$ cat config.mk
export PLATFORM = sky130hd
export DESIGN_NAME = agk_mul
export DESIGN_NICKNAME = d
export VERILOG_FILES = /design/src/hw/rtl/agk_pkg.sv /design/src/hw/rtl/agk_mul.sv
export SDC_FILE = /design/constraint.sdc
export NUM_CORES = 2
export LEC_CHECK = 0
export BUFFER_PORTS_ARGS = -buffer_cell sky130_fd_sc_hd__buf_4
export CAP_MARGIN = 20
export CORE_ASPECT_RATIO = 0.8
export CORE_MARGIN = 2
export CORE_UTILIZATION = 57
export CTS_CLUSTER_DIAMETER = 50
export DETAILED_ROUTE_END_ITERATION = 16
export GPL_TIMING_DRIVEN = 0
export PLACE_DENSITY = 0.77
export SYNTH_ARGS = -nofsm -noshare
export SYNTH_HDL_FRONTEND = slang
export SYNTH_SLANG_ARGS = --single-unit
$ cat constraint.sdc
create_clock -name i_clk -period 7.7 [get_ports i_clk]
set_input_delay 0.77 -clock i_clk [delete_from_list [all_inputs] [get_ports i_clk]]
set_output_delay 0.77 -clock i_clk [all_outputs]
set_load 0.02 [all_outputs]
$ cat src/hw/rtl/agk_pkg.sv
// ----------------------------------------------------------------------------
// agk_pkg
// Types, constants and helper functions shared by the angle and bias filter.
// ----------------------------------------------------------------------------
package agk_pkg;

    localparam int DT_FRAC_BITS = 24;
    localparam int WIDE_W       = 66;

    localparam int NOISE_QA_MILLI = 1;
    localparam int NOISE_QB_MILLI = 3;
    localparam int NOISE_R_MILLI  = 30;

    localparam logic [1:0] REG_ANGLE_NOISE = 2'd0;
    localparam logic [1:0] REG_BIAS_NOISE  = 2'd1;
    localparam logic [1:0] REG_MEAS_NOISE  = 2'd2;

    localparam logic signed [WIDE_W-1:0] SAT_MAX = 66'sd2147483647;
    localparam logic signed [WIDE_W-1:0] SAT_MIN = -66'sd2147483648;

    typedef enum logic [4:0] {
        ST_IDLE,
        ST_RATE,
        ST_MUL_AR,
        ST_UPD_AR,
        ST_MUL_D,
        ST_UPD_D,
        ST_MUL_P0,
        ST_UPD_P0,
        ST_MUL_P3,
        ST_UPD_P3,
        ST_SUM,
        ST_CHECK,
        ST_DIV0_GO,
        ST_DIV0_WAIT,
        ST_DIV1_GO,
        ST_DIV1_WAIT,
        ST_MUL_KA,
        ST_UPD_KA,
        ST_MUL_KB,
        ST_UPD_KB,
        ST_MUL_Q0,
        ST_UPD_Q0,
        ST_MUL_Q1,
        ST_UPD_Q1,
        ST_MUL_Q2,
        ST_UPD_Q2,
        ST_MUL_Q3,
        ST_UPD_Q3,
        ST_OUT
    } t_state;

    typedef struct packed {
        logic               en;
        logic               cov_shift;
        logic signed [32:0] a;
        logic signed [32:0] b;
    } t_mul_req;

    typedef struct packed {
        logic               start;
        logic signed [31:0] num;
        logic [32:0]        den;
    } t_div_req;

    function automatic logic signed [WIDE_W-1:0] wide32(input logic signed [31:0] v);
        return {{(WIDE_W-32){v[31]}}, v};
    endfunction

    function automatic logic signed [31:0] sat32(input logic signed [WIDE_W-1:0] v);
        if (v > SAT_MAX) begin
            return 32'sh7FFFFFFF;
        end else if (v < SAT_MIN) begin
            return 32'sh80000000;
        end else begin
            return v[31:0];
        end
    endfunction

endpackage

$ cat src/hw/rtl/agk_mul.sv
// ----------------------------------------------------------------------------
// agk_mul
// Shared signed multiplier with a product register and round-to-nearest
// scaling by either the time step or the covariance fraction width.
// ----------------------------------------------------------------------------
module agk_mul import agk_pkg::*; #(
    parameter int COV_FRAC_BITS = 24
) (
    input  logic                     i_clk,
    input  t_mul_req                 i_req,
    output logic signed [WIDE_W-1:0] o_round
);

    localparam logic signed [WIDE_W-1:0] HALF_DT  = WIDE_W'(1) <<< (DT_FRAC_BITS - 1);
    localparam logic signed [WIDE_W-1:0] HALF_COV = WIDE_W'(1) <<< (COV_FRAC_BITS - 1);

    logic signed [WIDE_W-1:0] r_prod;
    logic                     r_cov;

    always_ff @(posedge i_clk) begin
        if (i_req.en) begin
            r_prod <= i_req.a * i_req.b;
            r_cov  <= i_req.cov_shift;
        end
    end

    always_comb begin
        if (r_cov) begin
            o_round = (r_prod + HALF_COV) >>> COV_FRAC_BITS;
        end else begin
            o_round = (r_prod + HALF_DT) >>> DT_FRAC_BITS;
        end
    end

endmodule

==> summary.md <==
| Metric | Value |
|---|---|
| Tcrit/Tclk final | 104% |
| Post-route antenna net violation count | 0 |
| Setup ws final | -305 ps |
| Avg WL per Cell | roughly 28 um |
| Die Y | between 200 and 250 um |
| Hold path start | i_req[67] |
| Setup Total Neg Slack | -4140 ps |
| Filler Cells Inserted | about 5600 |
| FMAX | 0.125 GHz |
| Final Max Slew Viols | 0 |
| Family with the most delay on the worst path | adder cells |
| Vias in the first global route | approximately 34000 |
| Synth area leader | fa_1 |
| Mapped Cells | ~4400 |
| Max_cap viols | 0 |
| Iter 0 DRT Violations | about 4000 |
| Critical path buffers and inverters | 2 |
| Clk slew on worst S/H paths | about 60 ps |
| Main combinational cell family by area after synthesis | adder cells |
| CP endpoint kind | register |
| Largest cells by area after synthesis | fa_1, inv_1, and2_1, ha_1, nand2_1 |
| Synth Warn # | 0 |
| Compound-gate portion of the synthesized area | 3.43% |
| Initial antenna violation count | 24 |
| Clock tree sinks | 43 |
| CTS tree | yes |
| RSZ-0062 raised after global routing | true |
| CP Cell Sequence | buf_4 -> clkbuf_1 -> and2_1 -> fa_1 -> fa_1 -> fa_1 -> fa_1 -> fa_1 -> fa_1 -> fa_1 -> fa_1 -> ha_4 -> nand4_1 -> a2111oi_4 -> a211oi_2 -> o21ai_2 -> a31oi_1 -> xnor2_1 |
| Failing checks | negative setup slack |
| Slew margin rel. | around a third |
| Chip width | 303 um |
| Port buffer count | 133 |
| Synth cell types | 71 |
| H-tree Lvls | 2 |
| Async SR Flop Fraction | 0% |
| CP required | approximately 7700 ps |
| Worst-Margin Slew | 1020 ps |
| Post-synth EDFFs | 43 |
| Post-synthesis register bit count | 43 |
| Final core occ | about two thirds |
| DR vias | around 33000 |
| Final Wtd Congestion | 1.09 |
| Syn_area_per_cell | 9.36 um^2 |
| Most common cell after layout, fill and taps aside | fa_1 |
| Fin. Hold Viols | 0 |
| Fraction of layout cells with a size suffix above 1 | 15.5% |
| Crit path top cell by count | fa_1 |
| Synth top area share | 56.0% |
| Num rows | a little under 90 |
| Endpoint, Worst Hold | r_prod[24] |
| Most frequent cells in the layout | fa_1, inv_1, nand2_1 |
| Mux cell area share after synthesis | less than 1% |
| Die footprint | around 0.074 mm^2 |
| Pre-antenna DRT Iters | 8 |
| Status | finished, violations left |
| Largest stage delay on the critical path | between 700 and 800 ps |
| Simple-gate portion of the synthesized area | 15.9% |
| Pin count of the biggest net entering global routing | 44 |
| CTS max path bufs | 2 |
| Startpoint Class | input pin |
| Most flops, register | r_prod |
| Io pins | approximately 140 |
| Max reg flops | 43 |
| Final nets | between 6000 and 7000 |
| Post-Syn Area | a little over 0.04 mm^2 |
| GR Overflow Total | 0 |
| Final Setup Violations | 24 |
| Sequential area share after synthesis | between 3 and 4% |
| Post-Synth XOR/XNOR Area | between 2 and 2.5% |
| Routed vias/inst | 5.92 |
| Biggest regs | r_prod x43 |
| Synth Flop Type | edfxtp_1 |
| Dpl hpwl | about 130000 um |
| Syn Nets | between 5000 and 6000 |
| Adder-cell share of the synthesized area | roughly 63% |
| Critical path class | in2reg |
| Final WL | approximately 160000 um |
| Minimum clock period | approximately 8000 ps |
| CTS Root Cell | clkbuf_16 |
| Layout overhead on the synthesized area | 14.5% |
| Worst hold path depth | 1 |
| Total core area | 0.0708 mm^2 |
| Gr usage total | roughly 44% |
| HP Class | in2reg |
| First-pass GRT wire length | about 230000 um |
| # DRC | 0 |
| CP max-delay cell | clkbuf_1 |
| CP Max Fanout | 10 |
| Placement Setup Slack | -2290 ps |
| Data arrival time of the critical path | approximately 8000 ps |
| Starting Density | 57.8% |
| Hold_ws | a little under 1000 ps |
| CTS Buf Count | 5 |
through the flow:
step | cell area (um^2) | std cells
3_3_place_gp | 43100 | 5436
2_1_floorplan | 40900 | 4369
6_report | 46800 | 5550
5_1_grt | 46800 | 5531
3_5_place_dp | 43100 | 5438
4_1_cts | 45900 | 5493
cell families after synthesis:
| group | Yosys count |
|---|---|
| AOI/OAI and AO/OA | 203 |
| DFF | 43 |
| buffers and inverters | 1371 |
| muxes | 1 |
| and+or+nand+nor | 1297 |
| xor gates and xnor gates | 97 |
| adders and majority gates | 1357 |
layer usage:
layer	vias to the layer above	track usage, %	wire length [um]
li1	12953	-	-
met2	2861	56.4	59700
met3	611	28.2	31400
met1	16442	57.7	57700
met5	-	0	122
met4	14	18.4	8910
layout make-up:
class / count / area (um^2) / share of cell area [%]
sequential: 43 / 1290 / 2.76
multi-input combinational: 2955 / 35300 / 75.4
timing repair buffer: 235 / 2070 / 4.41
clock inverter: 3 / 26.3 / 0.0561
buffer: 226 / 2520 / 5.39
inverter: 1126 / 4250 / 9.06
clock buffer: 5 / 125 / 0.267
tap: 934 / 1170 / 2.50
antenna: 23 / 57.6 / 0.123
cell usage after synthesis, types with 3 or more instances:
cell type and count:
edfxtp_1 43, nand2_1 577, nor2b_1 4, nand4_1 27, ha_1 213, and4_1 11
nor3_1 11, fa_1 1144, buf_4 27, a31oi_1 9, nor3b_1 3, xnor2_1 72
xor2_1 25, o211ai_1 8, a211oi_1 8, a21oi_1 59, and3_1 9, clkbuf_1 212
inv_1 1125, o21ai_1 7, o21bai_1 10, nor2_1 66, o21ai_2 3, a21o_1 26
or2_2 4, nand2b_1 9, nand3_1 29, a21oi_2 3, and2_1 539, o21ai_0 26
o21a_1 6, buf_2 3
worst max-delay path by stage:
stage                   start         end  cells past startpoint
CTS                  i_req[0]  r_prod[63]                     27
global route        i_req[29]  r_prod[63]                     24
finish              i_req[31]  r_prod[57]                     18
detailed placement   i_req[6]  r_prod[65]                     26
floorplan            i_req[9]  r_prod[62]                     24
global placement     i_req[6]  r_prod[65]                     26
what timing repair did:
action / CTS / global route
cloned: 1 / 1
setup endpoints to repair: 41 / 35
pin swaps: 87 / 85
gates resized for setup: 611 / 235
buffers inserted: 59 / 39
hold buffers: 0 / 0
Power is not shown: default switching activity piles up to over one toggle a cycle in this logic, so the estimate is an artifact.
