[src/hw/rtl/agk_pkg.sv]
// ----------------------------------------------------------------------------
// agk_pkg
// Types, constants and helper functions shared by the angle and bias filter.
// ----------------------------------------------------------------------------
package agk_pkg;

    localparam int DT_FRAC_BITS = 24;
    localparam int WIDE_W       = 66;

    localparam int NOISE_QA_MILLI = 1;
    localparam int NOISE_QB_MILLI = 3;
    localparam int NOISE_R_MILLI  = 30;

    localparam logic [1:0] REG_ANGLE_NOISE = 2'd0;
    localparam logic [1:0] REG_BIAS_NOISE  = 2'd1;
    localparam logic [1:0] REG_MEAS_NOISE  = 2'd2;

    localparam logic signed [WIDE_W-1:0] SAT_MAX = 66'sd2147483647;
    localparam logic signed [WIDE_W-1:0] SAT_MIN = -66'sd2147483648;

    typedef enum logic [4:0] {
        ST_IDLE,
        ST_RATE,
        ST_MUL_AR,
        ST_UPD_AR,
        ST_MUL_D,
        ST_UPD_D,
        ST_MUL_P0,
        ST_UPD_P0,
        ST_MUL_P3,
        ST_UPD_P3,
        ST_SUM,
        ST_CHECK,
        ST_DIV0_GO,
        ST_DIV0_WAIT,
        ST_DIV1_GO,
        ST_DIV1_WAIT,
        ST_MUL_KA,
        ST_UPD_KA,
        ST_MUL_KB,
        ST_UPD_KB,
        ST_MUL_Q0,
        ST_UPD_Q0,
        ST_MUL_Q1,
        ST_UPD_Q1,
        ST_MUL_Q2,
        ST_UPD_Q2,
        ST_MUL_Q3,
        ST_UPD_Q3,
        ST_OUT
    } t_state;

    typedef struct packed {
        logic               en;
        logic               cov_shift;
        logic signed [32:0] a;
        logic signed [32:0] b;
    } t_mul_req;

    typedef struct packed {
        logic               start;
        logic signed [31:0] num;
        logic [32:0]        den;
    } t_div_req;

    function automatic logic signed [WIDE_W-1:0] wide32(input logic signed [31:0] v);
        return {{(WIDE_W-32){v[31]}}, v};
    endfunction

    function automatic logic signed [31:0] sat32(input logic signed [WIDE_W-1:0] v);
        if (v > SAT_MAX) begin
            return 32'sh7FFFFFFF;
        end else if (v < SAT_MIN) begin
            return 32'sh80000000;
        end else begin
            return v[31:0];
        end
    endfunction

endpackage

[src/hw/rtl/agk_div.sv]
// ----------------------------------------------------------------------------
// agk_div
// Restoring divider for the gains: round(num * 2^C / den), ties away from
// zero, one quotient bit per cycle, saturated to signed 32 bits.
// ----------------------------------------------------------------------------
module agk_div import agk_pkg::*; #(
    parameter int COV_FRAC_BITS = 24
) (
    input  logic               i_clk,
    input  logic               i_rst_n,
    input  t_div_req           i_req,
    output logic               o_busy,
    output logic signed [31:0] o_quot
);

    localparam int QW    = 33;
    localparam int CNT_W = $clog2(QW + 1);

    logic [63:0]      start_mag;
    logic [63:0]      start_nd;
    logic [QW-1:0]    start_hi;
    logic [QW:0]      step_t;
    logic             step_ge;
    logic [QW:0]      step_diff;
    logic [QW-1:0]    quot_mag;

    logic [QW-1:0]    r_rem;
    logic [QW-1:0]    r_quo;
    logic [QW-1:0]    r_den;
    logic             r_neg;
    logic             r_ovf;
    logic [CNT_W-1:0] r_cnt;
    logic             r_busy;

    always_comb begin
        if (i_req.num[31]) begin
            start_mag = 64'(-{{32{i_req.num[31]}}, i_req.num});
        end else begin
            start_mag = {32'b0, i_req.num};
        end
        start_nd  = (start_mag << COV_FRAC_BITS) + {31'b0, i_req.den >> 1};
        start_hi  = {2'b0, start_nd[63:QW]};
        step_t    = {r_rem, r_quo[QW-1]};
        step_ge   = step_t >= {1'b0, r_den};
        step_diff = step_t - {1'b0, r_den};
    end

    always_ff @(posedge i_clk) begin
        if (!i_rst_n) begin
            r_busy <= 1'b0;
            r_cnt  <= '0;
        end else if (i_req.start) begin
            r_busy <= 1'b1;
            r_cnt  <= CNT_W'(QW);
        end else if (r_busy) begin
            r_cnt <= r_cnt - 1'b1;
            if (r_cnt == CNT_W'(1)) begin
                r_busy <= 1'b0;
            end
        end
    end

    always_ff @(posedge i_clk) begin
        if (i_req.start) begin
            r_rem <= start_hi;
            r_quo <= start_nd[QW-1:0];
            r_den <= i_req.den;
            r_neg <= i_req.num[31];
            r_ovf <= start_hi >= i_req.den;
        end else if (r_busy) begin
            r_rem <= step_ge ? step_diff[QW-1:0] : step_t[QW-1:0];
            r_quo <= {r_quo[QW-2:0], step_ge};
        end
    end

    always_comb begin
        if (r_ovf || (r_quo > {2'b0, 31'h0} + (QW'(1) << 31))) begin
            quot_mag = QW'(1) << 31;
        end else begin
            quot_mag = r_quo;
        end
        if (r_neg) begin
            o_quot = 32'(-quot_mag);
        end else if (quot_mag[31]) begin
            o_quot = 32'sh7FFFFFFF;
        end else begin
            o_quot = quot_mag[31:0];
        end
    end

    assign o_busy = r_busy;

endmodule

[config.mk]
export PLATFORM = sky130hd
export DESIGN_NAME = agk_div
export DESIGN_NICKNAME = d
export VERILOG_FILES = /design/src/hw/rtl/agk_pkg.sv /design/src/hw/rtl/agk_div.sv
export SDC_FILE = /design/constraint.sdc
export NUM_CORES = 1
export LEC_CHECK = 0
export ABC_AREA = 1
export ABC_CLOCK_PERIOD_IN_PS = 3950
export BUFFER_PORTS_ARGS = -buffer_cell sky130_fd_sc_hd__buf_2
export CORE_MARGIN = 5
export CORE_UTILIZATION = 55
export CTS_CLUSTER_DIAMETER = 50
export DETAILED_ROUTE_END_ITERATION = 16
export PLACE_DENSITY = 0.75
export SLEW_MARGIN = 5
export SYNTH_ARGS = -nofsm -noshare
export SYNTH_HDL_FRONTEND = slang
export SYNTH_SLANG_ARGS = --single-unit
[constraint.sdc]
create_clock -name i_clk -period 3.95 [get_ports i_clk]
set_input_delay 0.1975 -clock i_clk [delete_from_list [all_inputs] [get_ports i_clk]]
set_output_delay 0.1975 -clock i_clk [all_outputs]
set_load 0.05 [all_outputs]
==> impl_results.md <==
* Outcome: complete, no violations
* Finished Core Util at about three fifths
* Max-slew violation count at 0
* Finish-stage setup viols at 0
* Syn. warnings at 0
* Yosys reg bits at ~110
* Top cells by area, synth: edfxtp_1 27%, nand2_1 15%, ha_1 8.7%, inv_1 7.5%, nand3_1 5.6%
* Async S/R FF share, synth at 0%
* Worst Hold Class: input port to flop
* Die ar. at between 20000 and 25000 sq um
* Maximum clock frequency at between 0.2 and 0.3 GHz
* DRT Pass-1 Iters at 8
* Final TNS setup at 0 ns
* ANT cells at 0
* Total power draw at roughly 0.0054 W
* Clock share of power at ~17%
* Ports at 101
* Sink Count at ~110
* Most common cell after layout, fill and taps aside: nand2_1
* Layout Skew at 0.0160 ns
* GR Util met1 at between 40% and 50%
* Vias in the first global route at approximately 10000
* Worst skew pair latency at roughly 0.37 ns
* Critical path peak fanout at 22
* Worst Path Required at ~3.8 ns
* Global Route met2 Usage at between 40% and 50%
* First-pass GRT wire length at 54400 um
* Leading area contributor after synthesis: edfxtp_1
* CTS root buf: clkbuf_16
* Final hold violations at 0
* Antenna violations before repair at 1
* Slew HR at 30.4%
* Post-Syn Area at between 10000 and 15000 sq um
* Chip height at 151 um
* Sw Ratio at a little under half
* FP Rows at just over 50
* CTS tree: yes
* Effective utilization at floorplan at around 56%
* Grt ovf at 0
* Startpoint Class: flop
* P_sw at ~0.0026 W
* Share of cells above drive strength 1 at approximately an eighth
* Pin count of the biggest net entering global routing at ~90
* H-tree depth at 3
* Clock buffer depth at 2
* Synth top area share at approximately 27%
* Die width at 151 um
* Postcts setup bufs at 0
* Setup CP Type: flop to output pin
* RSZ-0062 raised after global routing: false
* Synth Flop Type: edfxtp_1
* Avg Vias per Cell at 5.63
* Number of hold buffers added after CTS at 0
* Global route hottest layer: met2
* Routability cong. at between 0.9 and 1
* Area Growth Syn to Fin at 10.8%
* Pwr Density at about 440 nW/um^2
* Iter 0 DRT Violations at roughly 1100
* Clock transition at the registers of the reported paths at around 0.09 ns
* Worst-Margin Slew at 1.04 ns
* GR Util met3 at under 10%
* Period minus WS final at roughly 3.7 ns
* Post-DP HPWL at around 28000 um
* Residual DRC count at 0
* Routed vias at between 10000 and 15000
* Most frequent cells in the layout: 448 x nand2_1, 215 x inv_1, 156 x nor2_1
* GRT Util Overall at between 30% and 40%
* Comb power frac at a little over half
* CTS resizes at 0
* Power Internal at 0.00282 W
* Number of synthesized flops with an enable pin at 99
* Leak at roughly 6.0 nW
* Synth unique cells at 57
* Core area at about 20000 sq um
* Max_cap viols at 0
* Cells after synthesis at approximately 1600
* Number of buffers created by CTS at 9
* Max rail drop VDD at 0.229 mV
* DR WL/cell at roughly 18 um
* WP data arrival at around 3.5 ns
* Detailed-route wire length at 35000 um
* Seq pwr share at between 20 and 30%
* Sequential area share after synthesis at 28.9%
* Critical Path End Type: output pin
* Routed Antenna Nets at 0
* IO buf count at 100
* Period Utilization, post-route at between 90 and 100%
* Final layout net count at 1869
* Synthesized area per cell at about 6.8 sq um
flip-flops by register name, summed over array words and instances, names as in the netlist:
register	flops
r_den	33
r_quo	33
r_rem	33
r_cnt	6
o_busy	1
r_neg	1
r_ovf	1
kinds of logic after synthesis:
group                    Yosys count  synth area share [%]
AO/OA/AOI/OAI                    257                  13.3
adder cells (fa/ha/maj)           78                  9.08
buffers and inverters            264                  9.43
other                              1                0.0343
AND/OR/NAND/NOR                  859                  35.2
XOR/XNOR                          50                  4.08
flip-flops                       108                  28.9
power groups by stage:
| stage | registers [W] | clock network, W | logic [W] |
|---|---|---|---|
| floorplan | 0.00158 | 0 | 0.00207 |
| global placement | 0.00162 | 0 | 0.00276 |
| detailed placement | 0.00162 | 0 | 0.00278 |
| CTS | 0.00160 | 0.000941 | 0.00280 |
| global route | 0.00162 | 0.000984 | 0.00312 |
| finish | 0.00160 | 0.000931 | 0.00285 |
metal layers:
layer,vias to the layer above,share of wire [%]
li1,5537,-
met2,469,45
met1,5143,44
met3,65,7.5
met4,2,3.3
met5,-,0.037
area by class of cell:
cell class              count  area, sq um
clock buffers               9          225
flip-flops and latches    108         3150
well taps                 265          332
fillers                  1860         7430
repair buffers            124          683
inverters                 228          858
clock inverters             7         67.6
multi-input cells        1252         6780
worst paths after layout:
kind | end | slack [ns] | cells past startpoint | from
max | o_quot[25] | 0.24 | 16 | r_quo[23]
min | r_den[2] | 0.03 | 1 | i_req[2]
max reg2reg | r_rem[9] | 0.72 | 14 | r_quo[32]
min reg2reg | r_rem[32] | 0.47 | 2 | r_rem[32]
critical path: stages, from the launching register on:
cell and delay [ns]:
edfxtp_1 0.55, inv_2 0.12, nand4_1 0.12, nor2_1 0.27
nand3_1 0.18, o21ai_4 0.47, buf_4 0.34, buf_4 0.22
nand2_1 0.10, nand2_1 0.09, nor2_1 0.06, nand3_1 0.07
nand2_1 0.06, nand2_1 0.09, nand2_1 0.05, o21ai_0 0.06
buf_2 0.28
synthesized netlist by cell type (15+ instances only):
master,instances
a21oi_1,74
inv_1,217
o31ai_1,15
nand3b_1,25
ha_1,76
nor3_1,15
xnor2_1,22
o21ai_0,116
nand2_1,449
nand4_1,21
nor2_1,156
xor2_1,27
nand3_1,122
edfxtp_1,99
nand2_2,20
stage by stage:
| stage | cells | instance area (sq um) | worst slack, ns | hold slack (ns) |
|---|---|---|---|---|
| after floorplan | 1624 | 10900 | 0.341 | 0.296 |
| after global placement | 1977 | 11800 | 0.0662 | 0.390 |
| after detailed placement | 1977 | 11800 | -0.00206 | 0.396 |
| after CTS | 1993 | 12100 | 0.304 | 0.0205 |
| after global routing | 1993 | 12100 | 0.00736 | 0.0249 |
| final | 1993 | 12100 | 0.242 | 0.0289 |
(Power assumes the default switching activity.)
